**src/rms_row_normalizer_defines.svh**
```systemverilog
// Assertion macros shared by the RMS row normalizer RTL.
// Each macro expects signals named clk and rst_n in the using module.
`ifndef RMS_ROW_NORMALIZER_DEFINES_SVH
`define RMS_ROW_NORMALIZER_DEFINES_SVH

// The consequent holds in the same cycle as the antecedent.
`define RNM_ASSERT_SAME(label, ante, cons) \
  label: assert property (@(posedge clk) disable iff (!rst_n) (ante) |-> (cons)) \
    else $error("rnm assertion failed");

// The consequent holds in the cycle after the antecedent.
`define RNM_ASSERT_NEXT(label, ante, cons) \
  label: assert property (@(posedge clk) disable iff (!rst_n) (ante) |=> (cons)) \
    else $error("rnm assertion failed");

`endif

```
**src/rnm_ram.sv**
```systemverilog
// Generic single-port-write, single-read RAM with a registered read.
// It depends on nothing.
`default_nettype none
module rnm_ram #(
  parameter int WIDTH = 32,
  parameter int DEPTH = 64,
  parameter int AW = (DEPTH > 1) ? $clog2(DEPTH) : 1
) (
  input  wire logic             clk,
  input  wire logic             we,
  input  wire logic [AW-1:0]    waddr,
  input  wire logic [WIDTH-1:0] wdata,
  input  wire logic [AW-1:0]    raddr,
  output logic      [WIDTH-1:0] rdata
);
  logic [WIDTH-1:0] mem [DEPTH];

  always_ff @(posedge clk) begin
    if (we) begin
      mem[waddr] <= wdata;
    end
    rdata <= mem[raddr];
  end
endmodule
`default_nettype wire

```
**config.mk**
```make
export PLATFORM = sky130hd
export DESIGN_NAME = rnm_ram
export DESIGN_NICKNAME = d
export VERILOG_FILES = /design/src/rms_row_normalizer_defines.svh /design/src/rnm_ram.sv
export SDC_FILE = /design/constraint.sdc
export NUM_CORES = 2
export LEC_CHECK = 0
export ABC_CLOCK_PERIOD_IN_PS = 12900
export BUFFER_PORTS_ARGS = -buffer_cell sky130_fd_sc_hd__buf_2
export CAP_MARGIN = 20
export CELL_PAD_IN_SITES_DETAIL_PLACEMENT = 1
export CELL_PAD_IN_SITES_GLOBAL_PLACEMENT = 2
export CORE_MARGIN = 2
export CORE_UTILIZATION = 25
export DETAILED_ROUTE_END_ITERATION = 6
export PLACE_DENSITY = 0.43
export SLEW_MARGIN = 20
export SYNTH_ARGS = -nofsm -noshare
export SYNTH_HDL_FRONTEND = slang
export SYNTH_SLANG_ARGS = --single-unit
```
**constraint.sdc**
```tcl
create_clock -name clk -period 12.9 [get_ports clk]
set_clock_uncertainty 0.15 [all_clocks]
set_input_delay 2.58 -clock clk [delete_from_list [all_inputs] [get_ports clk]]
set_output_delay 2.58 -clock clk [all_outputs]
set_load 0.005 [all_outputs]
```
# [Word-level counts from Yosys, hierarchy flattened]
# Memories as Yosys holds them, arrays and structs flattened. A register that Yosys moved wholly into a read port is not among the register bits.
# Cells that the tools add are included.
[classes] mul=0 eq_ne=0 add_sub_neg=0 order_cmp=0 muxes=2 bitwise=0 div_mod_pow=0 shifts=0 n_reduce_logical=0
[ops] cell="$mux 1" n=2
[totals] latchBits=0 mem_bits_rw=2048 inputBits=46 mem_count=1 elab_cells=3 out_inout_bits=32 romBits=0 reg_bits=0
[mem_list] name="mem" depth=64 width=32 read_ports=1 rd_ports_with_merged_regs=1 wr=1 line="rnm_ram.sv:16" text="logic [WIDTH-1:0] mem [DEPTH];"

# [Longest topological paths before layout]
[depth] word_depth=2 depth_mapped=10 depth_no_buf=5

# [Least setup slack after synthesis]
# No wires, ideal clock.
[synth_timing] path_type="in2reg" start="in waddr[3]" end="mem mem[48][0] (enable)" arrival_ps=5279 required_ps=12289 slack_ps=7010 setup_ps=461 path_stages=4 cell_sequence="clkbuf_1 > nor2b_1 > nand4b_1 > nor3_1"
[synth_lines] element="start: declaration" line="rnm_ram.sv:11" text="input wire logic [AW-1:0] waddr,"
[synth_lines] element="end: declaration" line="rnm_ram.sv:16"
# No word-level cell before the write port.

==> impl_metrics.ini <==
[status]
outcome = completed

[clock_network]
cts_tree = yes
root_buffer = clkbuf_16
cts_resized = 0
clockBufferDepth = 4
hold_buffers = 0
cts_setup_buffers = 0
cts_max_level = 4
clk_latency_ns = 0.89
cts.sinks = 2080
cts_buffers = 237
path_clk_slew_ns = 0.06

[yosys]
yosys-top-cells-count = edfxtp_1 (2,048), mux4_2 (544), nor2_1 (137)
yosysWarnings = 0
ys_types = 34
yosysTopAreaCell = edfxtp_1
syn_nets = 3370
avgSynthCellArea_sq_um = 23.6
synthArstFlopShare_pct = 0
synthTopCellsByArea = edfxtp_1 (78%), mux4_2 (16%), mux2i_1 (1.2%)
synth_edf_count = 2048
synthCells = 3324
ys_seq_area_share_pct = 79.1
yosysMostFrequentCell = edfxtp_1
netlist.area_leader.share_pct = 78.3
synth-main-ff-cell = edfxtp_1
synth_area_sq_um = 78500
synth_seq_cells = 2080

[final_layout]
seq_area_sq_um = 62100
drive_above_1_share_pct = 31.0
multiInputGateArea_sq_um = 16000
area_delta_synth_final_pct = 17.5
fin_util_pct = 29.6
nFillCells = 30900
nets = 3648
final_cell_count_no_fill = 7935

[floorplanning]
die_y_microns = 564
core_area_sq_um = 312000
start_util_pct = 25.2
die_w_microns = 564
fp.dieArea_sq_um = 319000
num_io_pins = 78
fp-row-count = 205

[flow_run]
drv_cap = 0

[sta]
worst_pin_slew_ns = 1.04
rsz0062_at_grt = false
relSlewSlack_pct = 30.5
setup_tns_ns = 0
setup_viol = 0
fmax_mhz = 161
final_hold_viol_count = 0
fin_crit_ns = 6.20
drv_slew = 0
timing.hold.ws_ns = 0.605
post-route-period-util_pct = 48.0
layout_setup_ws_ns = 6.70

[global_route]
grt_pass1_wl_mm = 352
grt_max_degree = 99
antenna_found_initial = 31
grt_usage_pct = 16.2
grt_pass1_vias = 39400
gr-total-overflow = 0

[worst_setup_path]
path_cells = buf_8 -> buf_12 -> buf_4 -> nor2b_1 -> a22oi_1 -> and3_1 -> o32ai_1 -> nor3_1
cp_top_family = buffers and inverters
cp_data_arrival_time_ns = 6.71
cpPeakStageDelay_ns = 0.85
end_kind = flip-flop
cp-start-kind = input port
crit_path_max_fanout = 98
cp_num_buf_inv = 3
slowest_stage = o32ai_1
worst-setup-path-type = in2reg
cp_data_required_time_ns = 13.41

[power]
power_frac_comb_pct = 4.9
clkPwrFrac_pct = 44.0
netSwitchingPower_mw = 3.24
internal_power_mw = 11.5
leakagePower_nw = 28.1
switching_share_pct = 22.0
ir_drop_uv = 106
seq_power_share_pct = 51.1
powerDensity_nw_per_um2 = 160

[worst_hold_path]
hp-class = reg2reg

[detailed_routing]
drt_iter0_markers = 3498
vias_per_cell = 4.61
ant_nets = 0
drt-wirelength-per-cell_microns = 32.7
vias = 36600
first_pass_iters = 7
wl_mm = 259
drc = 0

[placement]
routabilityCongestion = 0.698
dp_hpwl_mm = 139
port_buffers = 77
pre_cts_slack_ns = 5.61
placed_cells = 7503
-- per-stage QoR --
step / cell area (sq um) / power, mW
5_1_grt: 92200 / 15.2
2_1_floorplan: 78500 / 8.00
4_1_cts: 92200 / 15.0
3_3_place_gp: 84900 / 8.41
6_report: 92300 / 14.7
3_5_place_dp: 84900 / 8.42
-- power by group through the flow --
stage | clock (mW) | combinational (mW) | sequential (mW)
3_5_place_dp | 0 | 0.741 | 7.67
5_1_grt | 6.91 | 0.774 | 7.53
2_1_floorplan | 0 | 0.364 | 7.64
3_3_place_gp | 0 | 0.736 | 7.67
6_report | 6.48 | 0.717 | 7.52
4_1_cts | 6.68 | 0.742 | 7.53
-- layout by cell type (no fill, tap or decap), types with 50 or more instances in the layout --
| master | count |
|---|---|
| nor2_4 | 63 |
| a21oi_1 | 62 |
| buf_4 | 141 |
| edfxtp_1 | 2048 |
| clkbuf_1 | 50 |
| buf_2 | 71 |
| clkbuf_16 | 239 |
| o22ai_1 | 83 |
| nor2_1 | 74 |
| mux4_2 | 544 |
| mux2i_1 | 93 |
| clkinv_2 | 56 |
-- layout make-up --
class / instances / share of cell area, %
sequential: 2080 / 67.4
multi-input combinational: 1062 / 17.4
antenna: 9 / 0.0244
clock inverter: 123 / 1.09
tap: 4140 / 5.61
timing repair buffer: 221 / 1.70
clock buffer: 300 / 6.85
-- tightest hold or removal path: stages, from the launching register on --
cell and delay, ns:
edfxtp_1 0.32, mux2i_1 0.06, nand2_1 0.06, a311oi_1 0.09
nor3_1 0.18
-- registers in the layout, indices dropped and copies added, names as in the netlist --
register  count
rdata        32
mem        2048
-- final timing paths --
| kind | slack, ns | from | to | depth (start not counted) |
|---|---|---|---|---|
| min reg2reg | 0.60 | mem[29][17]$_DFFE_PP_ | rdata[17]$_DFF_P_ | 4 |
| min | 0.60 | mem[29][17]$_DFFE_PP_ | rdata[17]$_DFF_P_ | 4 |
| max | 6.70 | raddr[1] | rdata[4]$_DFF_P_ | 8 |
| max reg2reg | 10.27 | mem[36][4]$_DFFE_PP_ | rdata[4]$_DFF_P_ | 5 |
-- metal layers --
layer  wire length (microns)  global-route usage, %  vias to the layer above
met5                      26                      0                        -
met4                    5120                   3.36                        4
met3                   12900                   2.62                      301
met2                  125000                   26.6                      884
met1                  117000                   22.7                    20500
li1                        -                      -                    14900
-- kinds of logic (layout without fill, tap and decap cells) --
family	count (synthesis)	in the layout	synth area share, %
AO/OA/AOI/OAI	202	202	1.67
multiplexers	637	637	16.8
buffers and inverters	182	644	1.13
flip-flops	2080	2080	79.1
other	0	9	0
AND/OR/NAND/NOR	223	223	1.27
(Power assumes the default switching activity.)
