--- config.mk ---
export PLATFORM = sky130hd
export DESIGN_NAME = rnm_scaler
export DESIGN_NICKNAME = d
export VERILOG_FILES = /design/src/rms_row_normalizer_defines.svh /design/src/rnm_pkg.sv /design/src/rnm_scaler.sv
export SDC_FILE = /design/constraint.sdc
export NUM_CORES = 2
export LEC_CHECK = 0
export BUFFER_PORTS_ARGS = -buffer_cell sky130_fd_sc_hd__buf_4
export CAP_MARGIN = 20
export CORE_MARGIN = 3
export CORE_UTILIZATION = 35
export CTS_CLUSTER_DIAMETER = 50
export DETAILED_ROUTE_END_ITERATION = 12
export MAX_ROUTING_LAYER = met4
export PLACE_DENSITY = 0.57
export SLEW_MARGIN = 20
export SYNTH_ARGS = -nofsm -noshare
export SYNTH_HDL_FRONTEND = slang
export SYNTH_SLANG_ARGS = --single-unit
--- constraint.sdc ---
create_clock -name clk -period 8.5 [get_ports clk]
set_clock_uncertainty 0.15 [all_clocks]
set_input_delay 1.275 -clock clk [delete_from_list [all_inputs] [get_ports clk]]
set_output_delay 1.275 -clock clk [all_outputs]
set_load 0.1 [all_outputs]
--- src/rms_row_normalizer_defines.svh ---
// Assertion macros shared by the RMS row normalizer RTL.
// Each macro expects signals named clk and rst_n in the using module.
`ifndef RMS_ROW_NORMALIZER_DEFINES_SVH
`define RMS_ROW_NORMALIZER_DEFINES_SVH

// The consequent holds in the same cycle as the antecedent.
`define RNM_ASSERT_SAME(label, ante, cons) \
  label: assert property (@(posedge clk) disable iff (!rst_n) (ante) |-> (cons)) \
    else $error("rnm assertion failed");

// The consequent holds in the cycle after the antecedent.
`define RNM_ASSERT_NEXT(label, ante, cons) \
  label: assert property (@(posedge clk) disable iff (!rst_n) (ante) |=> (cons)) \
    else $error("rnm assertion failed");

`endif

--- src/rnm_pkg.sv ---
// Package of the RMS row normalizer: widths, defaults and shared types.
// It depends on nothing; every module but rnm_ram uses it.
`default_nettype none
package rnm_pkg;
  localparam int ROW_MAX_DEF = 64;
  localparam int CNT_W = 7;
  localparam int SUM_W = 40;
  localparam int EPS_W = 24;
  localparam int DAT_W = 16;
  localparam int INV_W = 32;
  localparam int ACC_W = 58;
  localparam int REM_W = 42;
  localparam int ROOT_W = 29;
  localparam logic [EPS_W-1:0] EPS_RESET = 24'd168;

  typedef struct packed {
    logic start;
    logic [SUM_W-1:0] sum;
    logic [CNT_W-1:0] count;
    logic [EPS_W-1:0] eps;
  } root_req_t;

  typedef struct packed {
    logic done;
    logic [INV_W-1:0] inv;
  } root_rsp_t;
endpackage
`default_nettype wire

--- src/rnm_scaler.sv ---
// Four-stage pipeline forming sample * weight * inverse, rounded and
// saturated to Q4.12. Uses rnm_pkg.
`default_nettype none
module rnm_scaler (
  input  wire logic                             clk,
  input  wire logic                             rst_n,
  input  wire logic                             in_v,
  input  wire logic                             in_last,
  input  wire logic signed [rnm_pkg::DAT_W-1:0] x,
  input  wire logic signed [rnm_pkg::DAT_W-1:0] w,
  input  wire logic        [rnm_pkg::INV_W-1:0] inv,
  output logic                                  out_v,
  output logic                                  out_last,
  output logic signed      [rnm_pkg::DAT_W-1:0] y
);
  logic [2:0] v_r, last_r;
  logic signed [31:0] p1_r;
  logic signed [63:0] p2_r;
  logic neg_r;
  logic [63:0] mag_r;
  logic signed [64:0] p2_full;
  logic [35:0] rnd;
  logic signed [rnm_pkg::DAT_W-1:0] y_nxt;

  always_comb begin
    p2_full = p1_r * $signed({1'b0, inv});
    rnd = 36'((mag_r + 64'd134217728) >> 28);
    if (neg_r) begin
      y_nxt = (rnd > 36'd32768) ? 16'sh8000 : 16'(-rnd);
    end else begin
      y_nxt = (rnd > 36'd32767) ? 16'sh7FFF : 16'(rnd);
    end
  end

  always_ff @(posedge clk) begin
    if (!rst_n) begin
      v_r <= '0;
      out_v <= 1'b0;
    end else begin
      v_r <= {v_r[1:0], in_v};
      out_v <= v_r[2];
    end
    last_r <= {last_r[1:0], in_last};
    out_last <= last_r[2];
    p1_r <= x * w;
    p2_r <= p2_full[63:0];
    neg_r <= p2_r[63];
    mag_r <= p2_r[63] ? 64'(-p2_r) : 64'(p2_r);
    y <= y_nxt;
  end
endmodule
`default_nettype wire
# Word-level counts from Yosys, hierarchy flattened
# Index checks and enable logic that the tools add are counted.
[word_totals]
ram_bits = 0
reg_bits = 185
memories = 0
in_bits = 68
mem_bits_ro = 0
latch_bits = 0
out_inout_bits = 18
wordCells = 21
[op_classes]
addsub = 3
shift = 0
div_mod_pow = 0
mux = 4
magnitude_cmp = 2
reduce_logical = 0
multipliers = 2
n_bitwise = 0
eq_ne = 0
[ops]
columns = ["op", "count"]
rows = [
  ["$add A64 B28 Y64 const B", 1],
  ["$mul A32 B33 Y64", 1],
  ["$neg A64 Y64", 1],
  ["$mux W63", 1],
  ["$mux W16", 3],
  ["$gt A36 B15 Y1 const B", 1],
  ["$gt A36 B16 Y1 const B", 1],
  ["$mul A16 B16 Y32", 1],
  ["$neg A16 Y16", 1],
]

# Depth between registers and ports, before layout
[depth]
ltp_word = 4
ltp_mapped = 27
depth_no_buf = 25

# Worst setup path after synthesis
# No wires, ideal clock.
[synth_path]
path_type = "input to register"
start = "input port inv[16] in the netlist's numbering"
end = "register p2_r[55]"
t_arrival_ns = 7.928
stages = 22
required_ns = 8.278
setup_slack_ns = 0.349
n_path_buf = 2
setup_time_ns = 0.072
path_cell_list = "clkbuf_1 and2_1 fa_1 fa_1 inv_1 fa_1 fa_1 inv_1 fa_1 fa_1 fa_1 fa_1 ha_1 clkbuf_1 and3_1 a221o_1 a221oi_1 a2111oi_0 o211ai_1 a21oi_1 o41ai_1 xnor2_1"
[synth_via]
elab_chain_cells = 1
[synth_lines]
columns = ["element", "line", "text"]
rows = [
  ["start: declaration", "rnm_scaler.sv:11", "input wire logic [rnm_pkg::INV_W-1:0] inv,"],
  ["$mul A32 B33 Y64", "rnm_scaler.sv:26", "p2_full = p1_r * $signed({1'b0, inv});"],
  ["named net p2_full[55]", "rnm_scaler.sv:21", "logic signed [64:0] p2_full;"],
  ["end signal: assignment", "rnm_scaler.sv:46", "p2_r <= p2_full[63:0];"],
  ["end: declaration", "rnm_scaler.sv:18", "logic signed [63:0] p2_r;"],
]
# The timed path passes the listed nets, and every way through them passes these cells.
# A chain may end at the register's enable or synchronous reset.

# Worst setup path in the final report
[layout_path]
start = "input port inv[13] in the netlist's numbering"
end = "register p2_r[63]"
# The elaborated chain is that of the path after synthesis.

==> results summary <==
The flow ran to the end, and the final reports show no timing, DRC or antenna violations. The cell total after placement came out at between 7000 and 8000. The signal on the critical path passes through buf_4, buf_4, and2_1, fa_1, inv_1, fa_1, inv_1, fa_1, fa_1, fa_1, fa_1, fa_1, fa_1, ha_1, a21o_1, a221o_1, a21oi_1, o2111ai_1, a221oi_1, buf_4, o21ai_1, and4_1, nor3_1. The starting density of the core came out at roughly 35%. Among the stages of the critical path, the cell type that occurs most often is sky130_fd_sc_hd__fa_1. The number of global-route vias before repair was around 38000. STA classifies the critical path endpoint as a register. Summed over all layers, the global routing overflow is 0. After detailed routing, the average wire length per cell comes to 17.7 um. Setup slack closes at approximately 0.27 ns.

For this run, the top clock speed supported by timing is between 100 and 150 MHz. The number of design rule violations left after detail routing came out at 0. The row count is approximately 140. The core region is 138000 um^2. The final design instance area without fill is ~53000 um^2. The worst-case clock buffer depth is 2. The max-capacitance violation count is 0. Synthesis inferred roughly 160 register bits. The required time at the endpoint of the critical path is roughly 9 ns. The cell type with the largest total area after synthesis is sky130_fd_sc_hd__fa_1. The cell with the biggest individual delay on the critical path is sky130_fd_sc_hd__fa_1. The pin count of the biggest net entering global routing is 39. The slew at the pin with the worst max-slew slack is just over 0.9 ns. In this design, the stage delay of the slowest critical-path cell is approximately 0.67 ns. The clock input transition at the sequential cells of the worst setup and hold paths is ~0.080 ns.

The count of warnings emitted by yosys came out at 0. The critical path is of the in -> reg type. The count of clock tree sinks came out at 158.

Among all flip-flop cells after synthesis, the most frequent one is sky130_fd_sc_hd__dfxtp_1. The first-pass GRT wire length is 210000 um. TritonCTS built the clock tree.

The worst setup path is launched from a primary input. The count of buffers added by post-CTS timing repair for setup came out at 0. The post-route clock period utilization is about 97%. Detailed routing inserted a total of around 35000 vias. Clock latency on the worst-skew pair, taken at its later pin, is ~0.48 ns. The final setup violation count came out at 0.

The count of nets left with antenna violations once routing finished came out at 0. The data arrival time at the worst-slack endpoint came out at 8.48 ns. The root cell of the clock tree is sky130_fd_sc_hd__clkbuf_16. The number of input and output port buffers inserted is 85. met2 is the most crowded layer. The max-slew headroom at the worst pin came out at a little under two fifths.

The post-route netlist has under 10% of its cells at a drive strength greater than 1. The placed instances occupy a cell area of roughly 52000 um^2. The max-slew violation total from the final report is 0. The fraction of met1 tracks used by global routing came out at between 20% and 30%. The aggregate routed wire length came out at about 130000 um. The setup total negative slack came out at 0 ns. The average cell area after synthesis came out at slightly above 9 um^2.

The biggest fanout along the worst timing path is 14. The maximum level of the CTS H-tree came out at 4. The initial antenna violation count came out at 12. The minimum clock period is about 8.2 ns. The share of the yosys chip area belonging to registers came out at 6.48%. For this run, the post-layout net count is slightly below 7000.

The setup slack of the most critical reg-to-reg path came out at a little over 0.4 ns. The die is roughly 380 um wide. The count of routing violations after the opening detailed-route iteration came out at 1727. In the post-synthesis netlist, the biggest area contributors are sky130_fd_sc_hd__fa_1, sky130_fd_sc_hd__and2_1, sky130_fd_sc_hd__ha_1. The unique cell type count in the Yosys netlist is ~70. The share of synthesized area in the top cell type comes to 47.5%. The routed via count divided by cell count is 4.79. The gate count of the mapped netlist came out at between 5000 and 6000. Setup repair after global routing left no endpoint under its margin.

Once layout is complete, the cells apart from fillers number between 7000 and 8000. Once detailed placement completed, the half-perimeter wirelength came to about 110000 um. The die covers roughly 140000 um^2. The number of buffers added by the clock tree synthesis step came out at 17. Compared with the post-synthesis result, the final layout area differs by 8.90%. Counting instances in the post-synthesis netlist gives the leading cell types as sky130_fd_sc_hd__inv_1, sky130_fd_sc_hd__fa_1, sky130_fd_sc_hd__and2_1. The number of primary I/O pins is between 80 and 90.

The number of enable-type register cells in the synthesized netlist came out at 0. The path class of the tightest hold or removal check is reg -> reg. The number of nets handed over by synthesis was 6874. The met2 routing resource usage after global routing came out at between 20% and 30%. The die is around 380 um tall.

For this run, the total global-route usage over all layers was measured as 19.1%. The worst setup slack before clock tree synthesis is -0.366 ns. In the synthesized netlist the async set-or-reset flop fraction comes to 0%. The global-route met3 utilization came out at under 10%. At the end of routability-driven placement, the weighted congestion stood at 0.886. The length of the first detailed-routing pass in iterations is 8. The number of hold violations in the final report came out at 0. The most numerous cell in the Yosys netlist is sky130_fd_sc_hd__inv_1. The cell area after synthesis is around 49000 um^2.
[area by class of cell]
class / count / area (um^2)
Antenna cell: 10 / 25.0
Clock buffer: 17 / 425
Fill cell: 13913 / 84900
Inverter: 1175 / 4410
Tap cell: 1863 / 2330
Clock inverter: 15 / 209
Sequential cell: 158 / 3170
Timing Repair Buffer: 302 / 2350
Multi-Input combinational cell: 3672 / 40200
[timing repair]
action / CTS / global route
setup endpoints to repair: 0 / 6
hold buffers: 0 / 0
gates resized for setup: 0 / 9
[placed cells by master, fill, tap and decap left out, types with 55 or more instances in the layout]
| cell | count |
|---|---|
| sky130_fd_sc_hd__a21oi_1 | 93 |
| sky130_fd_sc_hd__and2_1 | 754 |
| sky130_fd_sc_hd__buf_4 | 294 |
| sky130_fd_sc_hd__dfxtp_1 | 154 |
| sky130_fd_sc_hd__fa_1 | 1159 |
| sky130_fd_sc_hd__ha_1 | 376 |
| sky130_fd_sc_hd__inv_1 | 1175 |
| sky130_fd_sc_hd__nand2_1 | 571 |
| sky130_fd_sc_hd__nor2_1 | 79 |
| sky130_fd_sc_hd__o21ai_0 | 55 |
| sky130_fd_sc_hd__xnor2_1 | 124 |
[critical path: cells and delay by family]
family | cells | cell delay [ns]
AO/OA/AOI/OAI | 6 | 1.44
buffers and inverters | 5 | 0.68
adder cells (fa/ha/maj) | 9 | 4.47
AND/OR/NAND/NOR | 3 | 0.56
[registers in the layout (all words and copies together), names as in the netlist]
signal and flops:
last_r 3, mag_r 37, neg_r 1, out_last 1
out_v 1, p1_r 32, p2_r 64, v_r 3
y 16
[stage by stage]
| step | util, % | hold WS, ns |
|---|---|---|
| after floorplan | - | 0.160 |
| after global placement | 38.0 | 0.163 |
| after detailed placement | 38.0 | 0.165 |
| after CTS | 38.5 | 0.182 |
| after global routing | 38.5 | 0.186 |
| final | 38.5 | 0.180 |
[per-layer routing]
layer  wire length [um]  vias to the layer above
li1                   -                    15688
met1              58700                    17926
met2              58700                      782
met3               7620                      133
met4               2380                        0
met5                  0                        -
[final timing paths]
kind,cells past startpoint,from,endpoint
max,23,inv[13],p2_r[63]
min,0,last_r[1],last_r[2]
max reg2reg,21,p1_r[3],p2_r[55]
min reg2reg,0,last_r[1],last_r[2]
[kinds of logic (layout without fill, tap and decap cells)]
family	count (synthesis)	count (layout)	share of synthesized area [%]
buf+inv	1441	1509	11.1
simple gates	1623	1623	17.5
fa+ha+maj	1535	1535	57.2
compound gates	350	350	4.79
other cells	0	10	0
mux	4	4	0.0872
flops	158	158	6.48
xor+xnor	160	160	2.87
Power is left out: the tool's default activity adds up to more than one toggle a clock period on the data nets, which glitch-free logic cannot reach.
