$ cat src/rms_row_normalizer_defines.svh
// Assertion macros shared by the RMS row normalizer RTL.
// Each macro expects signals named clk and rst_n in the using module.
`ifndef RMS_ROW_NORMALIZER_DEFINES_SVH
`define RMS_ROW_NORMALIZER_DEFINES_SVH

// The consequent holds in the same cycle as the antecedent.
`define RNM_ASSERT_SAME(label, ante, cons) \
  label: assert property (@(posedge clk) disable iff (!rst_n) (ante) |-> (cons)) \
    else $error("rnm assertion failed");

// The consequent holds in the cycle after the antecedent.
`define RNM_ASSERT_NEXT(label, ante, cons) \
  label: assert property (@(posedge clk) disable iff (!rst_n) (ante) |=> (cons)) \
    else $error("rnm assertion failed");

`endif

$ cat src/rnm_pkg.sv
// Package of the RMS row normalizer: widths, defaults and shared types.
// It depends on nothing; every module but rnm_ram uses it.
`default_nettype none
package rnm_pkg;
  localparam int ROW_MAX_DEF = 64;
  localparam int CNT_W = 7;
  localparam int SUM_W = 40;
  localparam int EPS_W = 24;
  localparam int DAT_W = 16;
  localparam int INV_W = 32;
  localparam int ACC_W = 58;
  localparam int REM_W = 42;
  localparam int ROOT_W = 29;
  localparam logic [EPS_W-1:0] EPS_RESET = 24'd168;

  typedef struct packed {
    logic start;
    logic [SUM_W-1:0] sum;
    logic [CNT_W-1:0] count;
    logic [EPS_W-1:0] eps;
  } root_req_t;

  typedef struct packed {
    logic done;
    logic [INV_W-1:0] inv;
  } root_rsp_t;
endpackage
`default_nettype wire

$ cat src/rnm_invroot.sv
// Sequential unit for the inverse RMS: mean by division, epsilon add,
// reciprocal by division and an integer square root. Uses rnm_pkg.
`default_nettype none
module rnm_invroot (
  input  wire logic               clk,
  input  wire logic               rst_n,
  input  wire rnm_pkg::root_req_t req,
  output rnm_pkg::root_rsp_t      rsp
);
  localparam logic [1:0] PH_IDLE = 2'd0;
  localparam logic [1:0] PH_DIV1 = 2'd1;
  localparam logic [1:0] PH_DIV2 = 2'd2;
  localparam logic [1:0] PH_SQRT = 2'd3;

  logic [1:0] ph_r, ph_nxt;
  logic [5:0] cnt_r, cnt_nxt;
  logic [rnm_pkg::ACC_W-1:0] acc_r, acc_nxt;
  logic [rnm_pkg::REM_W-1:0] rem_r, rem_nxt;
  logic [rnm_pkg::REM_W-2:0] div_r, div_nxt;
  logic [rnm_pkg::ROOT_W-1:0] root_r, root_nxt;
  logic [rnm_pkg::EPS_W-1:0] eps_r, eps_nxt;
  logic done_r, done_nxt;
  logic [rnm_pkg::INV_W-1:0] inv_r, inv_nxt;

  logic [rnm_pkg::REM_W-1:0] dtrial;
  logic [rnm_pkg::REM_W-1:0] strial;
  logic [rnm_pkg::REM_W-1:0] stest;
  logic [rnm_pkg::REM_W-2:0] m_val;
  logic qbit;

  always_comb begin
    dtrial = {rem_r[rnm_pkg::REM_W-2:0], acc_r[rnm_pkg::ACC_W-1]};
    qbit = dtrial >= {1'b0, div_r};
    stest = {rem_r[rnm_pkg::REM_W-3:0], acc_r[rnm_pkg::ACC_W-1:rnm_pkg::ACC_W-2]};
    strial = {{(rnm_pkg::REM_W-rnm_pkg::ROOT_W-2){1'b0}}, root_r, 2'b01};
    m_val = (rnm_pkg::REM_W-1)'({acc_r[rnm_pkg::SUM_W-2:0], qbit})
          + (rnm_pkg::REM_W-1)'(eps_r);
    ph_nxt = ph_r;
    cnt_nxt = cnt_r;
    acc_nxt = acc_r;
    rem_nxt = rem_r;
    div_nxt = div_r;
    root_nxt = root_r;
    eps_nxt = eps_r;
    done_nxt = 1'b0;
    inv_nxt = inv_r;
    case (ph_r)
      PH_IDLE: begin
        if (req.start) begin
          ph_nxt = PH_DIV1;
          cnt_nxt = 6'd39;
          acc_nxt = {req.sum, {(rnm_pkg::ACC_W-rnm_pkg::SUM_W){1'b0}}};
          rem_nxt = '0;
          div_nxt = (rnm_pkg::REM_W-1)'(req.count);
          eps_nxt = req.eps;
        end
      end
      PH_DIV1, PH_DIV2: begin
        if (qbit) begin
          rem_nxt = dtrial - {1'b0, div_r};
          acc_nxt = {acc_r[rnm_pkg::ACC_W-2:0], 1'b1};
        end else begin
          rem_nxt = dtrial;
          acc_nxt = {acc_r[rnm_pkg::ACC_W-2:0], 1'b0};
        end
        cnt_nxt = cnt_r - 6'd1;
        if (cnt_r == 6'd0) begin
          rem_nxt = '0;
          if (ph_r == PH_DIV1) begin
            if (m_val == '0) begin
              ph_nxt = PH_IDLE;
              done_nxt = 1'b1;
              inv_nxt = '1;
            end else begin
              ph_nxt = PH_DIV2;
              cnt_nxt = 6'd57;
              div_nxt = m_val;
              acc_nxt = {2'b01, {(rnm_pkg::ACC_W-2){1'b0}}};
            end
          end else begin
            ph_nxt = PH_SQRT;
            cnt_nxt = 6'd28;
            root_nxt = '0;
          end
        end
      end
      PH_SQRT: begin
        acc_nxt = {acc_r[rnm_pkg::ACC_W-3:0], 2'b00};
        if (stest >= strial) begin
          rem_nxt = stest - strial;
          root_nxt = {root_r[rnm_pkg::ROOT_W-2:0], 1'b1};
        end else begin
          rem_nxt = stest;
          root_nxt = {root_r[rnm_pkg::ROOT_W-2:0], 1'b0};
        end
        cnt_nxt = cnt_r - 6'd1;
        if (cnt_r == 6'd0) begin
          ph_nxt = PH_IDLE;
          done_nxt = 1'b1;
          inv_nxt = rnm_pkg::INV_W'(root_nxt);
        end
      end
      default: ph_nxt = PH_IDLE;
    endcase
  end

  always_ff @(posedge clk) begin
    if (!rst_n) begin
      ph_r <= PH_IDLE;
      done_r <= 1'b0;
    end else begin
      ph_r <= ph_nxt;
      done_r <= done_nxt;
    end
    cnt_r <= cnt_nxt;
    acc_r <= acc_nxt;
    rem_r <= rem_nxt;
    div_r <= div_nxt;
    root_r <= root_nxt;
    eps_r <= eps_nxt;
    inv_r <= inv_nxt;
  end

  assign rsp.done = done_r;
  assign rsp.inv = inv_r;
endmodule
`default_nettype wire

$ cat config.mk
export PLATFORM = sky130hd
export DESIGN_NAME = rnm_invroot
export DESIGN_NICKNAME = d
export VERILOG_FILES = /design/src/rms_row_normalizer_defines.svh /design/src/rnm_pkg.sv /design/src/rnm_invroot.sv
export SDC_FILE = /design/constraint.sdc
export NUM_CORES = 1
export LEC_CHECK = 0
export ABC_AREA = 1
export BUFFER_PORTS_ARGS = -buffer_cell sky130_fd_sc_hd__buf_2
export CAP_MARGIN = 10
export CORE_UTILIZATION = 57
export DETAILED_ROUTE_END_ITERATION = 10
export GPL_ROUTABILITY_DRIVEN = 0
export PLACE_DENSITY = 0.78
export SYNTH_ARGS = -nofsm -noshare
export SYNTH_HDL_FRONTEND = slang
export SYNTH_SLANG_ARGS = --single-unit
$ cat constraint.sdc
create_clock -name clk -period 5.9 [get_ports clk]
set_input_delay 1.18 -clock clk [delete_from_list [all_inputs] [get_ports clk]]
set_output_delay 1.18 -clock clk [all_outputs]
set_load 0.005 [all_outputs]
Word level (Yosys, flattened, before mapping) --
Index checks and enable logic that the tools add are counted.
Operators by class: $add $sub $neg 4, $lt $le $gt $ge 2, eq/ne operators 10, muxes and demuxes 41, reduce and logical (&&, ||, !) cells 11
Operator list (number):
- $mux 41 | 8
- $mux 58 | 4
- $pmux 58 s3 | 1
- $mux 32 | 4
- $pmux 41 s3 | 1
- $pmux 41 s2 | 1
- $pmux 32 s2 | 1
- $mux 29 | 2
- $pmux 29 s2 | 1
- $ge 42x31->1 | 1
- $ge 42x41->1 | 1
- $add 40x24->41 | 1
- $logic_not 41->1 | 1
- $sub 41x31->41 | 1
- $sub 41x41->41 | 1
- $mux 6 | 4
- $pmux 6 s3 | 1
- $ne 2x2->1 const B | 7
- $mux 2 | 5
- $reduce_and 5->1 | 2
- $logic_not 6->1 | 1
- $mux 1 | 6
- $pmux 2 s3 | 1
- $reduce_and 3->1 | 2
- 8 further kinds | 10
Word-level totals: bits in registers 234, input port bits 74, output and inout bits 33, logic and storage cells 77

Longest topological paths before layout --
Gate-level depths: netlist of run 1.
depth in word-level cells 7, mapped depth 34, depth with buffers taken out 33

Least setup slack after synthesis of run 1 --
No wires, ideal clock.
path kind flip-flop to flip-flop, from register acc_r[57] in the netlist's numbering, to register div_r[0] in the netlist's numbering (enable), setup time 439 ps, arrival 5929 ps, required time 5461 ps, path slack -468 ps, stages on the path, launching flop included 31, path buffers 1, clock period less this slack 6368 ps, path through edfxtp_1 -> inv_1 -> ha_1 -> inv_1 -> fa_1 -> nand3_1 -> nand2_1 -> a21oi_1 -> o21ai_2 -> a21oi_2 -> inv_1 -> nand2_1 -> nand3_2 -> clkbuf_1 -> ha_1 -> fa_1 -> nand3_1 -> nand3_1 -> nand2_1 -> nand2_1 -> nand2_1 -> nand3_1 -> nand2_1 -> nand2_1 -> nand3_1 -> nor2_1 -> nand2_1 -> nor2_2 -> a21oi_1 -> a21oi_1 -> nor2_1
On the way: word-level cells in the longest chain between the ends 5
Ends and longest elaborated chain:
- start: declaration | RTL line rnm_invroot.sv:17 | logic [rnm_pkg::ACC_W-1:0] acc_r, acc_nxt;
- start signal: assignment | RTL line rnm_invroot.sv:116 | acc_r <= acc_nxt;
- $ge 42x41->1 | RTL line rnm_invroot.sv:33 | qbit = dtrial >= {1'b0, div_r};
- $add 40x24->41 | RTL line rnm_invroot.sv:37 | + (rnm_pkg::REM_W-1)'(eps_r);
- $logic_not 41->1 | RTL line rnm_invroot.sv:70 | if (m_val == '0) begin
- $ne 2x2->1 (no line)
- $reduce_and 5->1 (no line)
- end signal: assignment | RTL line rnm_invroot.sv:118 | div_r <= div_nxt;
- end: declaration | RTL line rnm_invroot.sv:19 | logic [rnm_pkg::REM_W-2:0] div_r, div_nxt;
No other way between the ends. A chain may end at the register's enable or synchronous reset.

Final worst setup path of run 1 --
from register acc_r[57] in the netlist's numbering, to register acc_r[57] in the netlist's numbering (data pin)
On the way: word-level cells in the longest chain between the ends 7
Ends and longest elaborated chain:
- $ge 42x41->1 | RTL line rnm_invroot.sv:33
- $add 40x24->41 | RTL line rnm_invroot.sv:37
- $logic_not 41->1 | RTL line rnm_invroot.sv:70
- $mux 58 | RTL line rnm_invroot.sv:70
- $mux 58 | RTL line rnm_invroot.sv:69 | if (ph_r == PH_DIV1) begin
- $mux 58 | RTL line rnm_invroot.sv:67 | if (cnt_r == 6'd0) begin
- $pmux 58 s3 | RTL line rnm_invroot.sv:47 | case (ph_r)
- named net acc_nxt, one bit | RTL line rnm_invroot.sv:17
The timed path passes the listed nets, and every way through them passes these cells.

==> run metrics, run 1 <==
wire length after detailed routing roughly 53 mm; TritonCTS clock tree built; Period minus WS final about 5600 ps; synthesized flop and latch total about 230; minimum hold slack between 500 and 600 ps; CTS Buf Count 27; max_cap viols 0; Area contributors post-synth edfxtp_1 (37%), nand2_1 (14%), inv_1 (8.0%); H-tree Lvls 1; Critical Path End Type flop; die area 32900 um2; worst hold path class reg -> reg; clock buffer depth 3; Slew HR 2.00%; slowest CP cell fa_1; post-synthesis cell count between 2k and 3k; post-DP HPWL around 40 mm; yosys synthesis warning count 0; clk sink count around 230; register area share after synthesis between 30% and 40%; Synth Area per Inst between 7 and 8 um2; Die Y 182 um; largest fanout on the critical path 8; total number of vias 17.9k; initial core utilization slightly below 60%; critical path data arrival time between 5000 and 6000 ps; Clock Skews between 15 and 20 ps; CP startpoint kind flop; Nets approximately 2.8k; row cnt 65; P&R area growth vs syn 10.4%; Synth top area share roughly 37%; ys async rst share 0%; DP Area ~19000 um2; period utilization ~95%; biggest area consumer among synthesized cells edfxtp_1; Hold Startpoint root_r[21]$_SDFFCE_PN0P_; Routed WL per cell between 15 and 20 um; Critical R2R Launch acc_r[57]$_DFFE_PP_; ys flop type edfxtp_1; Final Slew Violations 0; Pleak 9.41 nW; CTS root buffer clkbuf_16; number of synthesized flops with an enable pin 229; Synth Cell Area between 15000 and 20000 um2; Synth cell types 48; Final Core Density ~64%; CP Class reg -> reg; final setup fails 0; IO Port Bufs roughly 110; Fill cells approximately 2.8k; CP required 6250 ps; slowest cell delay on critical path roughly 440 ps; Max Clock Freq about 180 MHz; unrepaired setup endpoints after global routing true; first-pass GRT wire length approximately 84 mm; pwr dens roughly 670 nW/um2; Residual DRC 0; Iter 0 DRT Violations between 2k and 2.5k; most frequent cells in the layout nand2_1 (678), inv_1 (392), nor2_1 (252); vias in the first global route around 17k; worst setup path start acc_r[57]$_DFFE_PP_; worst slew pin tran roughly 1500 ps; Max VDD drop 0.576 mV; final hold violation count 0; first drt pass iteration count 6; fin area 20300 um2; post-synth net total about 2.7k; most common cell after layout, fill and taps aside nand2_1; largest net degree at the start of global routing between 80 and 90; layout cells sized above 1 roughly a tenth; Core Area 31600 um2; clk_lat worst skew 560 ps; Detail Route Antenna Nets 0; status completed; antenna violations before repair 0; I/O Pins 107; Via density 5.89; clk slew on worst S/H paths 60 ps; total track usage 31.6%; GR Overflow Total 0; Die Span X 182 um; CP most frequent cell nand2_1; ANT cells 0
[worst paths after layout]
path,endpoint,slack [ps],cells past startpoint
setup / recovery,acc_r[57]$_DFFE_PP_,270,29
hold / removal,root_r[22]$_SDFFCE_PN0P_,530,2
setup reg to reg,acc_r[57]$_DFFE_PP_,270,29
hold reg to reg,root_r[22]$_SDFFCE_PN0P_,530,2
[sequential cells by signal, summed over array words and instances, names as in the netlist]
register  count
ph_r          2
acc_r        58
done_r        1
eps_r        24
cnt_r         6
inv_r        30
root_r       29
rem_r        41
div_r        41
[critical path: cells and delay by family (launching register included)]
kind	cells	cell delay (ps)
AND/OR/NAND/NOR	18	2460
AO/OA/AOI/OAI	4	920
flip-flops	1	430
buffers and inverters	3	340
adder cells (fa/ha/maj)	4	1280
[timing repair]
item	4_1_cts	5_1_grt
gates resized for setup	1	11
pin swaps	0	2
endpoints found under the setup margin	41	113
cloned	1	4
buffers inserted	0	5
hold buffers	0	0
[through the flow]
stage	setup slack (ps)	std cells	setup TNS (ps)	total power, mW
6_report	270	3041	0	13.7
5_1_grt	-56.2	3041	-161	14.6
4_1_cts	170	3032	0	13.3
3_5_place_dp	-7.64	2981	-158	11.5
3_3_place_gp	269	2981	0	11.3
2_1_floorplan	170	2529	0	9.31
[cells in the mapped netlist (17+ instances only)]
library cell and number:
nor3_1 20, xor2_1 42, nor2_1 255, nand4_1 28, edfxtp_1 229, a21oi_1 221, nand2_1 678, nand3_1 146
nand2_2 19, a21o_1 17, a21oi_2 23, inv_1 393, o21ai_0 71, ha_1 101, clkbuf_1 44, a31oi_1 29
o211ai_1 50, xnor2_1 27
[layer usage]
metal / track usage [%] / wire length, um / vias up
li1: - / - / 8574
met1: 42.0 / 21900 / 8175
met2: 51.0 / 24000 / 990
met3: 5.11 / 5410 / 163
met4: 13.5 / 2170 / 0
met5: 0 / 0 / -
[where the power goes]
part | internal (mW) | leakage, nW | switching, mW | total, mW
sequential | 2.81 | 2.21 | 0.612 | 3.42
combinational | 2.68 | 6.74 | 5.82 | 8.50
clock | 1.06 | 0.449 | 0.701 | 1.76
[logic make-up (layout without fill, tap and decap cells)]
group                    after synthesis  count (layout)  share of synthesized area [%]
buffers and inverters                465             570                           9.81
XOR/XNOR                              69              69                           3.29
AO/OA/AOI/OAI                        453             453                           14.4
adder cells (fa/ha/maj)              103             103                           7.10
AND/OR/NAND/NOR                     1207            1212                           27.6
flip-flops                           232             232                           37.8
[area by class of cell]
cell class | instances | area (um2) | share of cell area [%]
multi-input combinational | 1837 | 9740 | 48.1
sequential | 232 | 6940 | 34.2
inverter | 397 | 1490 | 7.36
clock buffer | 31 | 691 | 3.41
timing repair buffer | 123 | 678 | 3.34
tap | 402 | 503 | 2.48
clock inverter | 19 | 229 | 1.13
No activity file was read; power rests on OpenSTA's default activity.
==> inputs of run 2 (changes only) <==
- ABC_AREA: 1 -> default
- CORE_UTILIZATION: 57 -> 56
==> run 2 against run 1 <==
Effect of this change:
- the flow now finishes with violations (negative setup slack)
- first-iteration DRC count is 35% lower
- via count is 23% lower
- area after synthesis is 12% lower
- combinational power is 6.8% lower
- clock power hardly changed
- register-to-register slack worse by 370 ps
- clock skew is 6.9 ps higher
- routed wire length is 23% lower
- synthesized cell count is 33% lower
- core utilization is 3.4 points higher
- power is 6.6% lower
- critical endpoint is now inv_r[9]$_SDFFCE_PN1P_
==> run metrics, run 2 <==
TritonCTS clock tree built; number of synthesized flops with an enable pin 229 (unchanged); worst slew pin tran 1360 ps (-102 ps); CP required 6150 ps (-100 ps); antenna violations before repair 0 (unchanged); biggest area consumer among synthesized cells edfxtp_1; CP startpoint kind flop; first drt pass iteration count 5 (-1); ys async rst share 0% (unchanged); synthesized flop and latch total 232 (unchanged); ys flop type edfxtp_1; most frequent cell after synthesis edfxtp_1; final worst setup slack -103 ps (-373 ps); yosys synthesis warning count 0 (unchanged); max reg flops 58 (unchanged); clk_lat worst skew 550 ps (about the same); biggest regs acc_r (58), div_r (41), rem_r (41); Residual DRC 0 (unchanged); period utilization 102% (+6.3 points); pre-CTS setup slack -296 ps (-288 ps); initial core utilization 57.6% (-0.43 points); Area contributors post-synth edfxtp_1 (42%), ha_1 (7.8%), xnor2_1 (4.3%); row cnt 61 (-6.2%); worst hold path class reg -> reg; Synth Area per Inst 9.49 um2 (+31%); violated checks negative setup slack; critical path data arrival time 6250 ps (+270 ps); post-synth net total 1882 (-30%); total track usage 27.4% (-4.2 points); status complete, but fails checks; Routed WL per cell 18.1 um (+3.1%); IO Port Bufs 106 (unchanged); layout cells sized above 1 16.8% (+7.0 points); Via density 6.09 (+3.5%); max_cap viols 0 (unchanged); largest fanout on the critical path 7 (-1); Clock Skews 22.4 ps (+6.92 ps); Commonest cells post-synth edfxtp_1 (229), inv_1 (162), nor2_1 (162), nand2_1 (118), a21oi_1 (116); Fill cells 2190 (-21%); clk sink count 232 (unchanged); pwr dens 674 nW/um2 (-0.14%); Die Span X 172 um (-5.2%); Pleak 7.59 nW (-19%); I/O Pins 107 (unchanged); clk slew on worst S/H paths 60 ps (about the same); first-pass GRT wire length 64.7 mm (-23%); clock buffer depth 3 (unchanged); Synth cell types 83 (+73%); Die Y 172 um (-5.2%); Max VDD drop 0.415 mV (-28%); Reg with most FFs acc_r; Detail Route Antenna Nets 0 (unchanged); CP Class reg -> reg; Max Clock Freq 167 MHz (-6.2%); Slew HR 9.53% (+7.5 points); largest net degree at the start of global routing 60 (-33%); vias in the first global route 13.1k (-22%); register area share after synthesis 42.9% (+5.1 points); unrepaired setup endpoints after global routing true; die area 29600 um2 (-10%); final setup fails 69 (+69); wire length after detailed routing 41.1 mm (-23%); CTS root buffer clkbuf_16; most frequent cells in the layout edfxtp_1 (229), inv_1 (160), nor2_1 (159); post-DP HPWL 29.3 mm (-26%); post-synthesis cell count 1705 (-33%); total number of vias 13.8k (-23%); Final Slew Violations 0 (unchanged); final hold violation count 0 (unchanged); Core Area 28100 um2 (-11%); setup_tns -3880 ps (-3880 ps); most common cell after layout, fill and taps aside edfxtp_1; Period minus WS final 6000 ps (+373 ps); Iter 0 DRT Violations 1350 (-35%); ANT cells 0 (unchanged); GR Overflow Total 0 (unchanged); Synth Cell Area 16200 um2 (-12%); CTS Buf Count 25 (-7.4%); H-tree Lvls 1 (unchanged); Nets 2049 (-27%); Critical Path End Type flop; Synth top area share 42.5% (+5.0 points); P&R area growth vs syn 17.1%
-- run 2: critical path, cell delays in order, from the launching register on --
cell and delay, ps:
edfxtp_1 390, inv_2 90, ha_4 130, inv_2 40, fa_2 340, a21o_1 190, a22oi_2 170, a21oi_2 90
a211o_1 310, a21o_1 230, a31oi_4 230, nor2_4 70, ha_4 160, fa_2 360, a211oi_4 270, nor2_1 80
xor2_1 170, a2111o_1 310, or4_4 570, nor4_4 210, and3_1 190, nand4_1 160, buf_4 200, or2_4 250
a21oi_4 170, buf_12 150, clkbuf_16 150
-- run 2: final timing paths --
kind	start	endpoint	slack, ps	cells past startpoint
worst max-delay path	acc_r[57]$_DFFE_PP_	inv_r[9]$_SDFFCE_PN1P_	-100	26
worst min-delay path	ph_r[1]$_SDFFE_PN0P_	ph_r[1]$_SDFFE_PN0P_	530	2
worst max register to register	acc_r[57]$_DFFE_PP_	inv_r[9]$_SDFFCE_PN1P_	-100	26
worst min register to register	ph_r[1]$_SDFFE_PN0P_	ph_r[1]$_SDFFE_PN0P_	530	2
-- run 2: area by class of cell --
| class | count | area [um2] | share of cell area [%] |
|---|---|---|---|
| clock buffer | 27 | 633 | 3.34 |
| timing repair buffer | 205 | 1400 | 7.41 |
| clock inverter | 18 | 277 | 1.46 |
| tap | 378 | 473 | 2.50 |
| inverter | 163 | 612 | 3.23 |
| multi-input combinational | 1245 | 8620 | 45.5 |
| sequential | 232 | 6940 | 36.6 |
-- run 2: metrics by stage --
step | hold slack (ps) | utilization (%) | cells | cell area, um2 | total power, mW
6_report | 533 | 67.5 | 2268 | 19000 | 12.8
5_1_grt | 574 | 67.5 | 2268 | 19000 | 13.6
4_1_cts | 538 | 66.2 | 2250 | 18600 | 12.3
3_5_place_dp | 517 | 62.9 | 2204 | 17700 | 10.5
3_3_place_gp | 522 | 62.9 | 2204 | 17700 | 10.2
2_1_floorplan | 482 | - | 1705 | 16300 | 8.41
-- run 2: cells by family (layout without fill, tap and decap cells) --
logic type / after synthesis / after routing / share of synthesized area (%)
xor+xnor: 113 / 113 / 6.11
flops: 232 / 232 / 42.9
fa+ha+maj: 103 / 103 / 8.05
mux: 49 / 49 / 3.12
simple gates: 464 / 468 / 13.7
compound gates: 512 / 512 / 20.5
buf+inv: 232 / 413 / 5.74
-- run 2: power by group --
part / internal [mW] / switching (mW) / total, mW
registers: 2.66 / 0.438 / 3.10
clock network: 1.08 / 0.665 / 1.75
logic: 3.30 / 4.62 / 7.92
total: 7.04 / 5.73 / 12.8
-- run 2: metal layers --
layer,vias to the layer above,wire length [um],track usage (%)
li1,6633,-,-
met5,-,0,0
met1,6449,17500,36.5
met2,630,19100,45.6
met4,0,1670,10.6
met3,105,2740,3.07
-- run 2: repair_timing --
action	4_1_cts	5_1_grt
hold buffers	0	0
setup buffers	0	10
pin swaps	1	19
gates resized for setup	6	29
endpoints found under the setup margin	88	135
gates cloned	1	7
